==> config.mk <==
export PLATFORM = sky130hd
export DESIGN_NAME = viseme_timeline_engine
export DESIGN_NICKNAME = d
export VERILOG_FILES = /design/src/hdl/vte_pkg.sv /design/src/hdl/viseme_timeline_engine.sv /design/src/hdl/vte_ram.sv /design/src/hdl/vte_front.sv /design/src/hdl/vte_queue.sv /design/src/hdl/vte_back.sv
export VERILOG_INCLUDE_DIRS = /design/src /design/src/hdl
export SDC_FILE = /design/constraint.sdc
export NUM_CORES = 2
export LEC_CHECK = 0
export BUFFER_PORTS_ARGS = -buffer_cell sky130_fd_sc_hd__clkbuf_2
export CAP_MARGIN = 20
export CORE_MARGIN = 2
export CORE_UTILIZATION = 45
export CTS_BUF_LIST = sky130_fd_sc_hd__clkbuf_16
export DETAILED_ROUTE_END_ITERATION = 8
export PLACE_DENSITY = 0.62
export SETUP_SLACK_MARGIN = 0.1
export SLEW_MARGIN = 20
export SYNTH_ARGS = -nofsm -noshare
export SYNTH_HDL_FRONTEND = slang
export SYNTH_SLANG_ARGS = --single-unit
==> constraint.sdc <==
create_clock -name clock -period 6 [get_ports clock]
set_input_delay 0 -clock clock [delete_from_list [all_inputs] [get_ports clock]]
set_output_delay 0 -clock clock [all_outputs]
set_load 0.05 [all_outputs]
==> src/hdl/assert_macros.svh <==
// Assertion macros shared by the viseme timeline engine RTL.
`ifndef ASSERT_MACROS_SVH
`define ASSERT_MACROS_SVH

// Same-cycle implication, off during reset.
`define ASSERT_IMPLIES(label, clk, rst, ante, cons) \
   label: assert property (@(posedge clk) disable iff (rst) (ante) |-> (cons)) \
      else $error("assertion failed: same-cycle implication");

// Next-cycle implication, off during reset.
`define ASSERT_NEXT(label, clk, rst, ante, cons) \
   label: assert property (@(posedge clk) disable iff (rst) (ante) |=> (cons)) \
      else $error("assertion failed: next-cycle implication");

`endif

==> src/hdl/vte_pkg.sv <==
// Package with the types, constants and lookup table of the viseme timeline engine.
`timescale 1ns / 1ps

package vte_pkg;

   localparam int FUNC_W     = 2;
   localparam int PHONEME_W  = 5;
   localparam int VIS_W      = 4;
   localparam int BLEND_W    = 4;
   localparam int FIDX_W     = 6;
   localparam int FCOUNT_W   = 7;
   localparam int PERIOD_W   = 10;
   localparam int CSR_ADDR_W = 3;
   localparam int CSR_DATA_W = 32;
   localparam int OP_W       = 2;

   localparam int DEF_MAX_PHONEMES = 64;
   localparam int DEF_TIME_BITS    = 24;
   localparam int QUEUE_DEPTH      = 2;

   localparam logic [PERIOD_W-1:0] PERIOD_RESET = 10'd33;

   localparam logic [CSR_ADDR_W-3:0] REG_FRAME_PERIOD = 1'b0;

   localparam logic [FUNC_W-1:0] FUNC_ADD   = 2'd0;
   localparam logic [FUNC_W-1:0] FUNC_QUERY = 2'd1;
   localparam logic [FUNC_W-1:0] FUNC_CLEAR = 2'd2;

   localparam int DUR_SHORT_MS = 100;
   localparam int DUR_MID_MS   = 200;

   localparam logic [BLEND_W-1:0] BLEND_SHORT = 4'd8;
   localparam logic [BLEND_W-1:0] BLEND_MID   = 4'd5;
   localparam logic [BLEND_W-1:0] BLEND_LONG  = 4'd2;
   localparam logic [BLEND_W-1:0] BLEND_NONE  = 4'd0;

   localparam logic [VIS_W-1:0] VISEME_SIL = 4'd0;

   typedef enum logic [OP_W-1:0] {
      OP_ADD,
      OP_QUERY,
      OP_CLEAR,
      OP_NONE
   } op_type;

   typedef enum logic [1:0] {
      BK_IDLE,
      BK_SCAN,
      BK_EMIT
   } back_state_type;

   localparam logic [VIS_W-1:0] VISEME_TABLE [32] = '{
      4'd0,  4'd0,  4'd10, 4'd11, 4'd12, 4'd13, 4'd14, 4'd1,
      4'd1,  4'd1,  4'd2,  4'd2,  4'd3,  4'd4,  4'd4,  4'd5,
      4'd5,  4'd5,  4'd8,  4'd9,  4'd7,  4'd7,  4'd14, 4'd0,
      4'd0,  4'd0,  4'd0,  4'd0,  4'd0,  4'd0,  4'd0,  4'd0
   };

   function automatic logic [VIS_W-1:0] viseme_of(input logic [PHONEME_W-1:0] phoneme);
      return VISEME_TABLE[phoneme];
   endfunction

endpackage

==> src/hdl/viseme_timeline_engine.sv <==
// Flow: an accepted word waits in the queue until the back end is idle and pops it;
// a query on a non-empty table then runs the one-entry-per-cycle table scan, and every
// result is registered at the output once it is free. No new word is popped until then;
// a 2-word queue lets the input side run ahead of the back end.
// Reset: frame and phoneme counts clear and the frame period returns to 33 ms;
// the frame table is not swept, its contents stay undefined until written.
`timescale 1ns / 1ps

module viseme_timeline_engine #(
   parameter int MAX_PHONEMES = vte_pkg::DEF_MAX_PHONEMES,
   parameter int TIME_BITS    = vte_pkg::DEF_TIME_BITS
) (
   input  logic                            clock,
   input  logic                            reset,
   input  logic                            req_valid,
   output logic                            req_stall,
   input  logic [vte_pkg::FUNC_W-1:0]      req_func,
   input  logic [vte_pkg::PHONEME_W-1:0]   req_phoneme,
   input  logic [TIME_BITS-1:0]            req_start_ms,
   input  logic [TIME_BITS-1:0]            req_end_ms,
   input  logic [TIME_BITS-1:0]            req_query_ms,
   output logic                            rsp_valid,
   input  logic                            rsp_stall,
   output logic                            rsp_status,
   output logic [vte_pkg::FIDX_W-1:0]      rsp_frame_index,
   output logic                            rsp_merged,
   output logic [vte_pkg::VIS_W-1:0]       rsp_viseme,
   output logic [vte_pkg::BLEND_W-1:0]     rsp_blend_tenths,
   output logic [vte_pkg::FCOUNT_W-1:0]    rsp_frame_count,
   input  logic                            csr_psel,
   input  logic                            csr_penable,
   input  logic                            csr_pwrite,
   input  logic [vte_pkg::CSR_ADDR_W-1:0]  csr_paddr,
   input  logic [vte_pkg::CSR_DATA_W-1:0]  csr_pwdata,
   output logic [vte_pkg::CSR_DATA_W-1:0]  csr_prdata,
   output logic                            csr_pready
);
   import vte_pkg::*;

   `include "assert_macros.svh"

   localparam int CMD_W = OP_W + VIS_W + 2 * TIME_BITS;

   logic [PERIOD_W-1:0] period_ff, period_in;
   logic                csr_hit;
   logic [CMD_W-1:0]    front_cmd;
   logic [CMD_W-1:0]    q_data;
   logic                q_full;
   logic                q_valid;
   logic                q_pop;
   logic                q_push;
   logic                rsp_fields_idle;
   logic                rsp_merge_sane;
   logic                rsp_blend_legal;

   assign csr_pready = 1'b1;
   assign csr_hit    = (csr_paddr[CSR_ADDR_W-1:2] == REG_FRAME_PERIOD);
   assign csr_prdata = csr_hit ? CSR_DATA_W'(period_ff) : '0;

   always_comb begin
      period_in = period_ff;
      if (csr_psel && csr_penable && csr_pwrite && csr_pready && csr_hit) begin
         period_in = csr_pwdata[PERIOD_W-1:0];
      end
   end

   always_ff @(posedge clock) begin
      if (reset) begin
         period_ff <= PERIOD_RESET;
      end else begin
         period_ff <= period_in;
      end
   end

   assign req_stall = q_full;
   assign q_push    = req_valid && !q_full;

   vte_front #(
      .TIME_BITS (TIME_BITS)
   ) u_front (
      .func     (req_func),
      .phoneme  (req_phoneme),
      .start_ms (req_start_ms),
      .end_ms   (req_end_ms),
      .query_ms (req_query_ms),
      .cmd      (front_cmd)
   );

   vte_queue #(
      .WIDTH (CMD_W),
      .DEPTH (QUEUE_DEPTH)
   ) u_queue (
      .clock     (clock),
      .reset     (reset),
      .push      (q_push),
      .push_data (front_cmd),
      .full      (q_full),
      .pop       (q_pop),
      .valid     (q_valid),
      .pop_data  (q_data)
   );

   vte_back #(
      .MAX_PHONEMES (MAX_PHONEMES),
      .TIME_BITS    (TIME_BITS)
   ) u_back (
      .clock            (clock),
      .reset            (reset),
      .q_valid          (q_valid),
      .q_data           (q_data),
      .q_pop            (q_pop),
      .period           (period_ff),
      .rsp_valid        (rsp_valid),
      .rsp_stall        (rsp_stall),
      .rsp_status       (rsp_status),
      .rsp_frame_index  (rsp_frame_index),
      .rsp_merged       (rsp_merged),
      .rsp_viseme       (rsp_viseme),
      .rsp_blend_tenths (rsp_blend_tenths),
      .rsp_frame_count  (rsp_frame_count)
   );

   assign rsp_fields_idle = !rsp_merged && rsp_viseme == VISEME_SIL
                            && rsp_blend_tenths == BLEND_NONE;
   assign rsp_merge_sane  = !rsp_status && rsp_blend_tenths != BLEND_NONE
                            && rsp_frame_count != '0;
   assign rsp_blend_legal = rsp_blend_tenths == BLEND_NONE || rsp_blend_tenths == BLEND_SHORT
                            || rsp_blend_tenths == BLEND_MID || rsp_blend_tenths == BLEND_LONG;

   `ASSERT_IMPLIES(a_full_fields_zero, clock, reset, rsp_valid && rsp_status, rsp_fields_idle)
   `ASSERT_IMPLIES(a_merge_has_blend, clock, reset, rsp_valid && rsp_merged, rsp_merge_sane)
   `ASSERT_IMPLIES(a_blend_legal, clock, reset, rsp_valid, rsp_blend_legal)
   `ASSERT_NEXT(a_pop_frees_queue, clock, reset, q_pop && !q_push, !q_full)

endmodule

==> src/hdl/vte_ram.sv <==
// Generic simple dual-port RAM with registered read.
`timescale 1ns / 1ps

module vte_ram #(
   parameter int WIDTH = 8,
   parameter int DEPTH = 64,
   localparam int AW   = $clog2(DEPTH)
) (
   input  logic             clock,
   input  logic             wr_en,
   input  logic [AW-1:0]    wr_addr,
   input  logic [WIDTH-1:0] wr_data,
   input  logic             rd_en,
   input  logic [AW-1:0]    rd_addr,
   output logic [WIDTH-1:0] rd_data
);

   logic [WIDTH-1:0] mem_ff [DEPTH];
   logic [WIDTH-1:0] rd_data_ff;

   always_ff @(posedge clock) begin
      if (wr_en) begin
         mem_ff[wr_addr] <= wr_data;
      end
      if (rd_en) begin
         rd_data_ff <= mem_ff[rd_addr];
      end
   end

   assign rd_data = rd_data_ff;

endmodule

==> src/hdl/vte_front.sv <==
// Front end: decode the operation and map the phoneme to its viseme.
`timescale 1ns / 1ps

module vte_front #(
   parameter int TIME_BITS = vte_pkg::DEF_TIME_BITS,
   localparam int CMD_W    = vte_pkg::OP_W + vte_pkg::VIS_W + 2 * TIME_BITS
) (
   input  logic [vte_pkg::FUNC_W-1:0]    func,
   input  logic [vte_pkg::PHONEME_W-1:0] phoneme,
   input  logic [TIME_BITS-1:0]          start_ms,
   input  logic [TIME_BITS-1:0]          end_ms,
   input  logic [TIME_BITS-1:0]          query_ms,
   output logic [CMD_W-1:0]              cmd
);
   import vte_pkg::*;

   op_type                op;
   logic [VIS_W-1:0]      vis;
   logic [TIME_BITS-1:0]  time_a;

   always_comb begin
      case (func)
         FUNC_ADD:   op = OP_ADD;
         FUNC_QUERY: op = OP_QUERY;
         FUNC_CLEAR: op = OP_CLEAR;
         default:    op = OP_NONE;
      endcase
   end

   assign vis    = viseme_of(phoneme);
   assign time_a = (op == OP_QUERY) ? query_ms : start_ms;
   assign cmd    = {op, vis, time_a, end_ms};

endmodule

==> src/hdl/vte_queue.sv <==
// Short FIFO between the front end and the back end.
`timescale 1ns / 1ps

module vte_queue #(
   parameter int WIDTH = 8,
   parameter int DEPTH = vte_pkg::QUEUE_DEPTH
) (
   input  logic             clock,
   input  logic             reset,
   input  logic             push,
   input  logic [WIDTH-1:0] push_data,
   output logic             full,
   input  logic             pop,
   output logic             valid,
   output logic [WIDTH-1:0] pop_data
);

   localparam int PW = (DEPTH > 1) ? $clog2(DEPTH) : 1;
   localparam int CW = $clog2(DEPTH + 1);

   logic [WIDTH-1:0] slot_ff [DEPTH];
   logic [PW-1:0]    wr_ptr_ff, wr_ptr_in;
   logic [PW-1:0]    rd_ptr_ff, rd_ptr_in;
   logic [CW-1:0]    count_ff, count_in;

   assign full     = (count_ff == CW'(DEPTH));
   assign valid    = (count_ff != '0);
   assign pop_data = slot_ff[rd_ptr_ff];

   always_comb begin
      wr_ptr_in = wr_ptr_ff;
      rd_ptr_in = rd_ptr_ff;
      count_in  = count_ff;
      if (push) begin
         wr_ptr_in = (wr_ptr_ff == PW'(DEPTH - 1)) ? '0 : wr_ptr_ff + PW'(1);
      end
      if (pop) begin
         rd_ptr_in = (rd_ptr_ff == PW'(DEPTH - 1)) ? '0 : rd_ptr_ff + PW'(1);
      end
      if (push && !pop) begin
         count_in = count_ff + CW'(1);
      end else if (pop && !push) begin
         count_in = count_ff - CW'(1);
      end
   end

   always_ff @(posedge clock) begin
      if (reset) begin
         wr_ptr_ff <= '0;
         rd_ptr_ff <= '0;
         count_ff  <= '0;
      end else begin
         wr_ptr_ff <= wr_ptr_in;
         rd_ptr_ff <= rd_ptr_in;
         count_ff  <= count_in;
      end
   end

   always_ff @(posedge clock) begin
      if (push) begin
         slot_ff[wr_ptr_ff] <= push_data;
      end
   end

endmodule

==> src/hdl/vte_back.sv <==
// Back end: frame table, append/merge, query scan and result register.
`timescale 1ns / 1ps

module vte_back #(
   parameter int MAX_PHONEMES = vte_pkg::DEF_MAX_PHONEMES,
   parameter int TIME_BITS    = vte_pkg::DEF_TIME_BITS,
   localparam int CMD_W       = vte_pkg::OP_W + vte_pkg::VIS_W + 2 * TIME_BITS
) (
   input  logic                          clock,
   input  logic                          reset,
   input  logic                          q_valid,
   input  logic [CMD_W-1:0]              q_data,
   output logic                          q_pop,
   input  logic [vte_pkg::PERIOD_W-1:0]  period,
   output logic                          rsp_valid,
   input  logic                          rsp_stall,
   output logic                          rsp_status,
   output logic [vte_pkg::FIDX_W-1:0]    rsp_frame_index,
   output logic                          rsp_merged,
   output logic [vte_pkg::VIS_W-1:0]     rsp_viseme,
   output logic [vte_pkg::BLEND_W-1:0]   rsp_blend_tenths,
   output logic [vte_pkg::FCOUNT_W-1:0]  rsp_frame_count
);
   import vte_pkg::*;

   localparam int IW    = $clog2(MAX_PHONEMES);
   localparam int CW    = $clog2(MAX_PHONEMES + 1);
   localparam int TB    = TIME_BITS;
   localparam int ENT_W = 2 * TB + VIS_W;

   back_state_type       state_ff, state_in;
   logic [CW-1:0]        frames_ff, frames_in;
   logic [CW-1:0]        taken_ff, taken_in;
   logic [TB-1:0]        last_start_ff, last_start_in;
   logic [TB-1:0]        last_end_ff, last_end_in;
   logic [VIS_W-1:0]     last_vis_ff, last_vis_in;
   logic [TB-1:0]        qtime_ff, qtime_in;
   logic [CW-1:0]        scan_ff, scan_in;
   logic                 chk_vld_ff, chk_vld_in;
   logic [IW-1:0]        chk_idx_ff, chk_idx_in;
   logic                 res_status_ff, res_status_in;
   logic [IW-1:0]        res_idx_ff, res_idx_in;
   logic                 res_merged_ff, res_merged_in;
   logic [VIS_W-1:0]     res_vis_ff, res_vis_in;
   logic [TB-1:0]        res_start_ff, res_start_in;
   logic [TB-1:0]        res_end_ff, res_end_in;
   logic                 res_blend_ok_ff, res_blend_ok_in;
   logic                 rsp_valid_ff, rsp_valid_in;
   logic                 rsp_status_ff, rsp_status_in;
   logic [FIDX_W-1:0]    rsp_frame_index_ff, rsp_frame_index_in;
   logic                 rsp_merged_ff, rsp_merged_in;
   logic [VIS_W-1:0]     rsp_viseme_ff, rsp_viseme_in;
   logic [BLEND_W-1:0]   rsp_blend_ff, rsp_blend_in;
   logic [FCOUNT_W-1:0]  rsp_frame_count_ff, rsp_frame_count_in;

   op_type               cmd_op;
   logic [VIS_W-1:0]     cmd_vis;
   logic [TB-1:0]        cmd_ta;
   logic [TB-1:0]        cmd_tb;

   logic                 ram_wr_en;
   logic [IW-1:0]        ram_wr_addr;
   logic [ENT_W-1:0]     ram_wr_data;
   logic                 ram_rd_en;
   logic [ENT_W-1:0]     ram_rd_data;
   logic [TB-1:0]        rd_start;
   logic [TB-1:0]        rd_end;
   logic [VIS_W-1:0]     rd_vis;

   logic [CW-1:0]        last_pos;
   logic                 table_full;
   logic                 do_merge;
   logic [CW-1:0]        add_pos;
   logic [TB-1:0]        add_start;
   logic                 hit;
   logic                 last_chk;
   logic                 issue;
   logic                 out_free;
   logic [TB-1:0]        dur;
   logic [BLEND_W-1:0]   blend;

   assign cmd_op  = op_type'(q_data[CMD_W-1 -: OP_W]);
   assign cmd_vis = q_data[2*TB +: VIS_W];
   assign cmd_ta  = q_data[TB +: TB];
   assign cmd_tb  = q_data[0 +: TB];

   assign {rd_start, rd_end, rd_vis} = ram_rd_data;

   assign last_pos   = frames_ff - CW'(1);
   assign table_full = (taken_ff >= CW'(MAX_PHONEMES));
   assign do_merge   = (frames_ff != '0) && (last_vis_ff == cmd_vis);
   assign add_pos    = do_merge ? last_pos : frames_ff;
   assign add_start  = do_merge ? last_start_ff : cmd_ta;

   assign hit      = chk_vld_ff && (qtime_ff >= rd_start) && (qtime_ff < rd_end);
   assign last_chk = chk_vld_ff && (CW'(chk_idx_ff) == last_pos);
   assign issue    = (state_ff == BK_SCAN) && !hit && !last_chk && (scan_ff < frames_ff);
   assign out_free = !rsp_valid_ff || !rsp_stall;

   assign dur = (res_end_ff > res_start_ff) ? res_end_ff - res_start_ff : TB'(period);
   always_comb begin
      if (!res_blend_ok_ff) begin
         blend = BLEND_NONE;
      end else if (dur < TB'(DUR_SHORT_MS)) begin
         blend = BLEND_SHORT;
      end else if (dur < TB'(DUR_MID_MS)) begin
         blend = BLEND_MID;
      end else begin
         blend = BLEND_LONG;
      end
   end

   assign q_pop       = (state_ff == BK_IDLE) && q_valid;
   assign ram_wr_en   = q_pop && (cmd_op == OP_ADD) && !table_full;
   assign ram_wr_addr = add_pos[IW-1:0];
   assign ram_wr_data = {add_start, cmd_tb, cmd_vis};
   assign ram_rd_en   = issue;

   vte_ram #(
      .WIDTH (ENT_W),
      .DEPTH (MAX_PHONEMES)
   ) u_table (
      .clock   (clock),
      .wr_en   (ram_wr_en),
      .wr_addr (ram_wr_addr),
      .wr_data (ram_wr_data),
      .rd_en   (ram_rd_en),
      .rd_addr (scan_ff[IW-1:0]),
      .rd_data (ram_rd_data)
   );

   always_comb begin
      state_in = state_ff;
      case (state_ff)
         BK_IDLE: begin
            if (q_valid) begin
               if (cmd_op == OP_QUERY && frames_ff != '0) begin
                  state_in = BK_SCAN;
               end else begin
                  state_in = BK_EMIT;
               end
            end
         end
         BK_SCAN: begin
            if (hit || last_chk) begin
               state_in = BK_EMIT;
            end
         end
         BK_EMIT: begin
            if (out_free) begin
               state_in = BK_IDLE;
            end
         end
         default: state_in = BK_IDLE;
      endcase
   end

   always_comb begin
      frames_in          = frames_ff;
      taken_in           = taken_ff;
      last_start_in      = last_start_ff;
      last_end_in        = last_end_ff;
      last_vis_in        = last_vis_ff;
      qtime_in           = qtime_ff;
      scan_in            = scan_ff;
      chk_vld_in         = 1'b0;
      chk_idx_in         = chk_idx_ff;
      res_status_in      = res_status_ff;
      res_idx_in         = res_idx_ff;
      res_merged_in      = res_merged_ff;
      res_vis_in         = res_vis_ff;
      res_start_in       = res_start_ff;
      res_end_in         = res_end_ff;
      res_blend_ok_in    = res_blend_ok_ff;
      rsp_valid_in       = rsp_valid_ff && rsp_stall;
      rsp_status_in      = rsp_status_ff;
      rsp_frame_index_in = rsp_frame_index_ff;
      rsp_merged_in      = rsp_merged_ff;
      rsp_viseme_in      = rsp_viseme_ff;
      rsp_blend_in       = rsp_blend_ff;
      rsp_frame_count_in = rsp_frame_count_ff;
      case (state_ff)
         BK_IDLE: begin
            if (q_valid) begin
               res_status_in   = 1'b0;
               res_idx_in      = '0;
               res_merged_in   = 1'b0;
               res_vis_in      = VISEME_SIL;
               res_blend_ok_in = 1'b0;
               qtime_in        = cmd_ta;
               scan_in         = '0;
               case (cmd_op)
                  OP_ADD: begin
                     if (table_full) begin
                        res_status_in = 1'b1;
                     end else begin
                        taken_in        = taken_ff + CW'(1);
                        frames_in       = do_merge ? frames_ff : frames_ff + CW'(1);
                        last_start_in   = add_start;
                        last_end_in     = cmd_tb;
                        last_vis_in     = cmd_vis;
                        res_idx_in      = add_pos[IW-1:0];
                        res_merged_in   = do_merge;
                        res_vis_in      = cmd_vis;
                        res_start_in    = add_start;
                        res_end_in      = cmd_tb;
                        res_blend_ok_in = 1'b1;
                     end
                  end
                  OP_CLEAR: begin
                     frames_in = '0;
                     taken_in  = '0;
                  end
                  default: begin
                  end
               endcase
            end
         end
         BK_SCAN: begin
            if (hit) begin
               res_idx_in      = chk_idx_ff;
               res_vis_in      = rd_vis;
               res_start_in    = rd_start;
               res_end_in      = rd_end;
               res_blend_ok_in = 1'b1;
            end else if (last_chk) begin
               if (qtime_ff >= last_end_ff) begin
                  res_idx_in      = last_pos[IW-1:0];
                  res_vis_in      = last_vis_ff;
                  res_start_in    = last_start_ff;
                  res_end_in      = last_end_ff;
                  res_blend_ok_in = 1'b1;
               end
            end else if (issue) begin
               scan_in    = scan_ff + CW'(1);
               chk_vld_in = 1'b1;
               chk_idx_in = scan_ff[IW-1:0];
            end
         end
         BK_EMIT: begin
            if (out_free) begin
               rsp_valid_in       = 1'b1;
               rsp_status_in      = res_status_ff;
               rsp_frame_index_in = FIDX_W'(res_idx_ff);
               rsp_merged_in      = res_merged_ff;
               rsp_viseme_in      = res_vis_ff;
               rsp_blend_in       = blend;
               rsp_frame_count_in = FCOUNT_W'(frames_ff);
            end
         end
         default: begin
         end
      endcase
   end

   always_ff @(posedge clock) begin
      if (reset) begin
         state_ff     <= BK_IDLE;
         frames_ff    <= '0;
         taken_ff     <= '0;
         chk_vld_ff   <= 1'b0;
         rsp_valid_ff <= 1'b0;
      end else begin
         state_ff     <= state_in;
         frames_ff    <= frames_in;
         taken_ff     <= taken_in;
         chk_vld_ff   <= chk_vld_in;
         rsp_valid_ff <= rsp_valid_in;
      end
   end

   always_ff @(posedge clock) begin
      last_start_ff      <= last_start_in;
      last_end_ff        <= last_end_in;
      last_vis_ff        <= last_vis_in;
      qtime_ff           <= qtime_in;
      scan_ff            <= scan_in;
      chk_idx_ff         <= chk_idx_in;
      res_status_ff      <= res_status_in;
      res_idx_ff         <= res_idx_in;
      res_merged_ff      <= res_merged_in;
      res_vis_ff         <= res_vis_in;
      res_start_ff       <= res_start_in;
      res_end_ff         <= res_end_in;
      res_blend_ok_ff    <= res_blend_ok_in;
      rsp_status_ff      <= rsp_status_in;
      rsp_frame_index_ff <= rsp_frame_index_in;
      rsp_merged_ff      <= rsp_merged_in;
      rsp_viseme_ff      <= rsp_viseme_in;
      rsp_blend_ff       <= rsp_blend_in;
      rsp_frame_count_ff <= rsp_frame_count_in;
   end

   assign rsp_valid        = rsp_valid_ff;
   assign rsp_status       = rsp_status_ff;
   assign rsp_frame_index  = rsp_frame_index_ff;
   assign rsp_merged       = rsp_merged_ff;
   assign rsp_viseme       = rsp_viseme_ff;
   assign rsp_blend_tenths = rsp_blend_ff;
   assign rsp_frame_count  = rsp_frame_count_ff;

endmodule
==> results summary <==
The area of the mapped netlist is 144400 um^2. The die covers 325300 um^2. The number of flops mapped to enable cells by yosys is 3660. The horizontal die dimension came out at 570.4 um.

The maximum achievable frequency is 196.1 MHz. The global-route total usage across every layer came out at 24.09%. The weighted congestion at the end of routability-driven global placement came out at 0.8867.

The data required time at the worst endpoint is 6.54 ns. Measured along the y axis, the die boundary spans 570.4 um. The area growth from synthesis to layout is 14.79%. Of the cells placed in the final design, the portion with a size suffix greater than 1 is 30.13%. The actual slew at the worst max-slew pin is 1.130 ns. The number of design rule violations left after detail routing is 0. The setup path with the least slack is of type flop to flop. The total detailed-routing wirelength is 395100 um. The average detailed-routed wire length per instance is 34.70 um. For the finished layout, the period the worst path requires is 5.099 ns. The count of different cell masters after synthesis is 72. The number of clock buffers added by TritonCTS is 368.

The final setup violation count is 0. The max-capacitance violation count came out at 0. The analysis attributes to cell leakage a power of 52.35 nW. The number of global-route vias before repair was 70.51k. The instance area at placement came out at 152000 um^2. The worst setup path is captured at a flop. The register area share after synthesis is 76.59%.

The post-CTS resize count is 0. The synthesized area divided by synthesized cell count is 23.07 um^2. The number of design-rule violations left by the first detailed-router iteration is 10.66k.

The H-tree was split into 5 levels. The detailed placer's ending HPWL came out at 215700 um. The utilization after layout came out at 52.02%. The nature of the critical path startpoint is a flop. The overall power after layout is 75.72 mW. In this run the tool buffered the top-level ports with 131 buffer cells.

The core region is 318600 um^2. The final clock period utilization by the worst path came out at 84.98%. The initialized floorplan defines 207 standard-cell rows. The synthesized design contains 3693 register bits. The number of top-level pins is 179. The power density relative to cell area is 457.0 nW/um^2.

Ranked by total cell area, the synthesized netlist is headed by sky130_fd_sc_hd__edfxtp_1 76%, sky130_fd_sc_hd__mux4_2 17%, sky130_fd_sc_hd__ha_1 0.96%. The synthesized design devotes to its leading area cell type 76.14% of total area. The number of max-slew violations in the final report came out at 0.

The share of synthesized registers carrying an async set or reset is 0%. For this design, the CTS-stage hold fixing added 200 buffers. At the end of the flow, the number of nets in the layout was 7128. The post-CTS setup buffer count is 0.

In the synthesized netlist, the cells that appear most often are 3660 x sky130_fd_sc_hd__edfxtp_1, 1093 x sky130_fd_sc_hd__mux4_2, 179 x sky130_fd_sc_hd__clkbuf_1. The biggest fanout along the worst timing path came out at 67. The number of antenna violations at the first check in global routing was 36. The maximum number of pins on one net before global-route repair came out at 137. The synthesized instance count came out at 6258.

TritonCTS built the clock tree. The clock insertion delay at the later pin of the skew report is 0.93 ns. The total congestion overflow after global routing came out at 0. The post-CTS clock slew at the launch and capture registers of the worst setup and hold paths is 0.06 ns. Headroom to the max-slew limit came out at 24.67%. The number of warnings issued by yosys came out at 0. The first-pass GRT wire length is 549500 um.

The finished layout cell area is 165700 um^2. CTS saw 3693 sinks. After detailed routing, the number of vias per cell comes to 6.227. The dominant synthesized flop cell is sky130_fd_sc_hd__edfxtp_1. The leading area contributor after synthesis is sky130_fd_sc_hd__edfxtp_1. Setup repair after global routing left no endpoint under its margin.

The peak supply drop came out at 0.3718 mV. The min-delay analysis places its worst path in the category primary input to flop. In this run the clock root is driven by a sky130_fd_sc_hd__clkbuf_16. The routed layout has 70.90k vias. The detail route stage leaves a number of antenna-violating nets equal to 0.

sky130_fd_sc_hd__edfxtp_1 is the most common cell in the netlist. The run finished with clean final reports. The starting density of the core is 45.31%. The clock arrives with 0.03982 ns of skew. Before antenna repair, the detailed router went through 8 iterations.

The final number of hold-violating endpoints is 0. The arrival time of data at the critical path endpoint is 5.64 ns. Counting along the longest clock path gives a buffer depth of 4.
worst max-delay path: stages, from the launching register on:
cell                       delay (ns)
sky130_fd_sc_hd__dfxtp_4         0.46
sky130_fd_sc_hd__mux2_2          0.37
sky130_fd_sc_hd__buf_4           0.33
sky130_fd_sc_hd__xor2_1          0.23
sky130_fd_sc_hd__nor4_1          0.56
sky130_fd_sc_hd__nand2_2         0.25
sky130_fd_sc_hd__nor2_1          0.33
sky130_fd_sc_hd__a21oi_1         0.25
sky130_fd_sc_hd__nand2b_1        0.55
sky130_fd_sc_hd__nor2_4          0.69
sky130_fd_sc_hd__buf_4           0.64
per-layer routing:
layer / track usage, % / up-vias / share of wire [%]
li1: - / 27930 / -
met1: 34.90 / 38700 / 40
met2: 38.53 / 3721 / 48
met3: 3.963 / 546 / 9.4
met4: 5.776 / 6 / 2.5
met5: 0 / - / 0.0091
per-stage QoR:
stage / hold WS, ns / cells / TNS, ns / worst slack, ns
2_1_floorplan: 0.09887 / 6279 / -284.06 / -0.1840
3_3_place_gp: 0.1932 / 10510 / 0 / 1.015
3_5_place_dp: 0.1940 / 10510 / 0 / 1.009
4_1_cts: 0.01955 / 11370 / 0 / 0.9674
5_1_grt: 0.1073 / 11380 / 0 / 0.7909
6_report: 0.1043 / 11390 / 0 / 0.9013
where the power goes:
group	internal, mW	total, mW	switching, mW
clock	12.6	22.3	9.75
combinational	8.74	21.4	12.7
sequential	31.6	32.0	0.405
layout make-up:
type                    count  area, um^2
inverters                 122       459.2
well taps                4180        5230
repair buffers            585        5278
clock buffers             371        9284
multi-input cells        2126       32510
clock inverters           296        2342
flip-flops and latches   3693      110600
diodes                     13       32.53
fillers                 24240      152900
kinds of logic after synthesis:
| logic type | count (synthesis) | synth area share (%) |
|---|---|---|
| DFF | 3693 | 76.59 |
| muxes | 1235 | 18.13 |
| buffers and inverters | 460 | 1.335 |
| and+or+nand+nor | 443 | 1.438 |
| AOI/OAI and AO/OA | 271 | 1.259 |
| adders and majority gates | 111 | 0.9621 |
| xor gates and xnor gates | 43 | 0.2765 |
| other | 2 | 0.005203 |
flip-flops by register name, summed over array words and instances, names as in the netlist, 10 cells and up, named ones only:
register and cells:
u_back.u_table.mem_ff 3328, u_queue.slot_ff 108, u_back.u_table.rd_data 52, u_back.last_end_ff 24, u_back.last_start_ff 24, u_back.qtime_ff 24
u_back.res_end_ff 24, u_back.res_start_ff 24, period_ff 10
layout by cell type (no fill, tap or decap), types with 11 or more instances in the layout:
cell type / count
sky130_fd_sc_hd__nor2_1: 94
sky130_fd_sc_hd__diode_2: 13
sky130_fd_sc_hd__clkinv_2: 61
sky130_fd_sc_hd__nand2_1: 102
sky130_fd_sc_hd__dfxtp_1: 32
sky130_fd_sc_hd__mux2_2: 93
sky130_fd_sc_hd__nor4_1: 11
sky130_fd_sc_hd__buf_12: 57
sky130_fd_sc_hd__inv_1: 197
sky130_fd_sc_hd__bufinv_16: 31
sky130_fd_sc_hd__nand3_1: 24
sky130_fd_sc_hd__nor2b_1: 14
sky130_fd_sc_hd__buf_4: 197
sky130_fd_sc_hd__a21o_1: 30
sky130_fd_sc_hd__nor2_4: 64
sky130_fd_sc_hd__ha_1: 111
sky130_fd_sc_hd__nand2b_1: 24
sky130_fd_sc_hd__xor2_1: 24
sky130_fd_sc_hd__inv_6: 13
sky130_fd_sc_hd__clkinv_1: 91
sky130_fd_sc_hd__nand4_1: 19
sky130_fd_sc_hd__xnor2_1: 16
sky130_fd_sc_hd__o22ai_1: 12
sky130_fd_sc_hd__edfxtp_1: 3660
sky130_fd_sc_hd__clkbuf_2: 131
sky130_fd_sc_hd__a21oi_1: 60
sky130_fd_sc_hd__nor3_1: 44
sky130_fd_sc_hd__a311oi_1: 24
sky130_fd_sc_hd__clkbuf_16: 371
sky130_fd_sc_hd__a211oi_1: 11
sky130_fd_sc_hd__mux2i_1: 39
sky130_fd_sc_hd__mux4_2: 1093
sky130_fd_sc_hd__conb_1: 23
sky130_fd_sc_hd__dlygate4sd3_1: 200
sky130_fd_sc_hd__o21ai_0: 58
worst paths after layout:
path | startpoint | to | slack [ns] | cells after the start
max reg2reg | flop | u_back.u_table.mem_ff[7][46] | 0.90 | 10
max | flop | u_back.u_table.mem_ff[7][46] | 0.90 | 10
min reg2reg | u_back.res_vis_ff[1] | u_back.rsp_viseme[1] | 0.42 | 0
min | rsp_stall | u_back.state_ff[0] | 0.10 | 5
(Power assumes the default switching activity.)
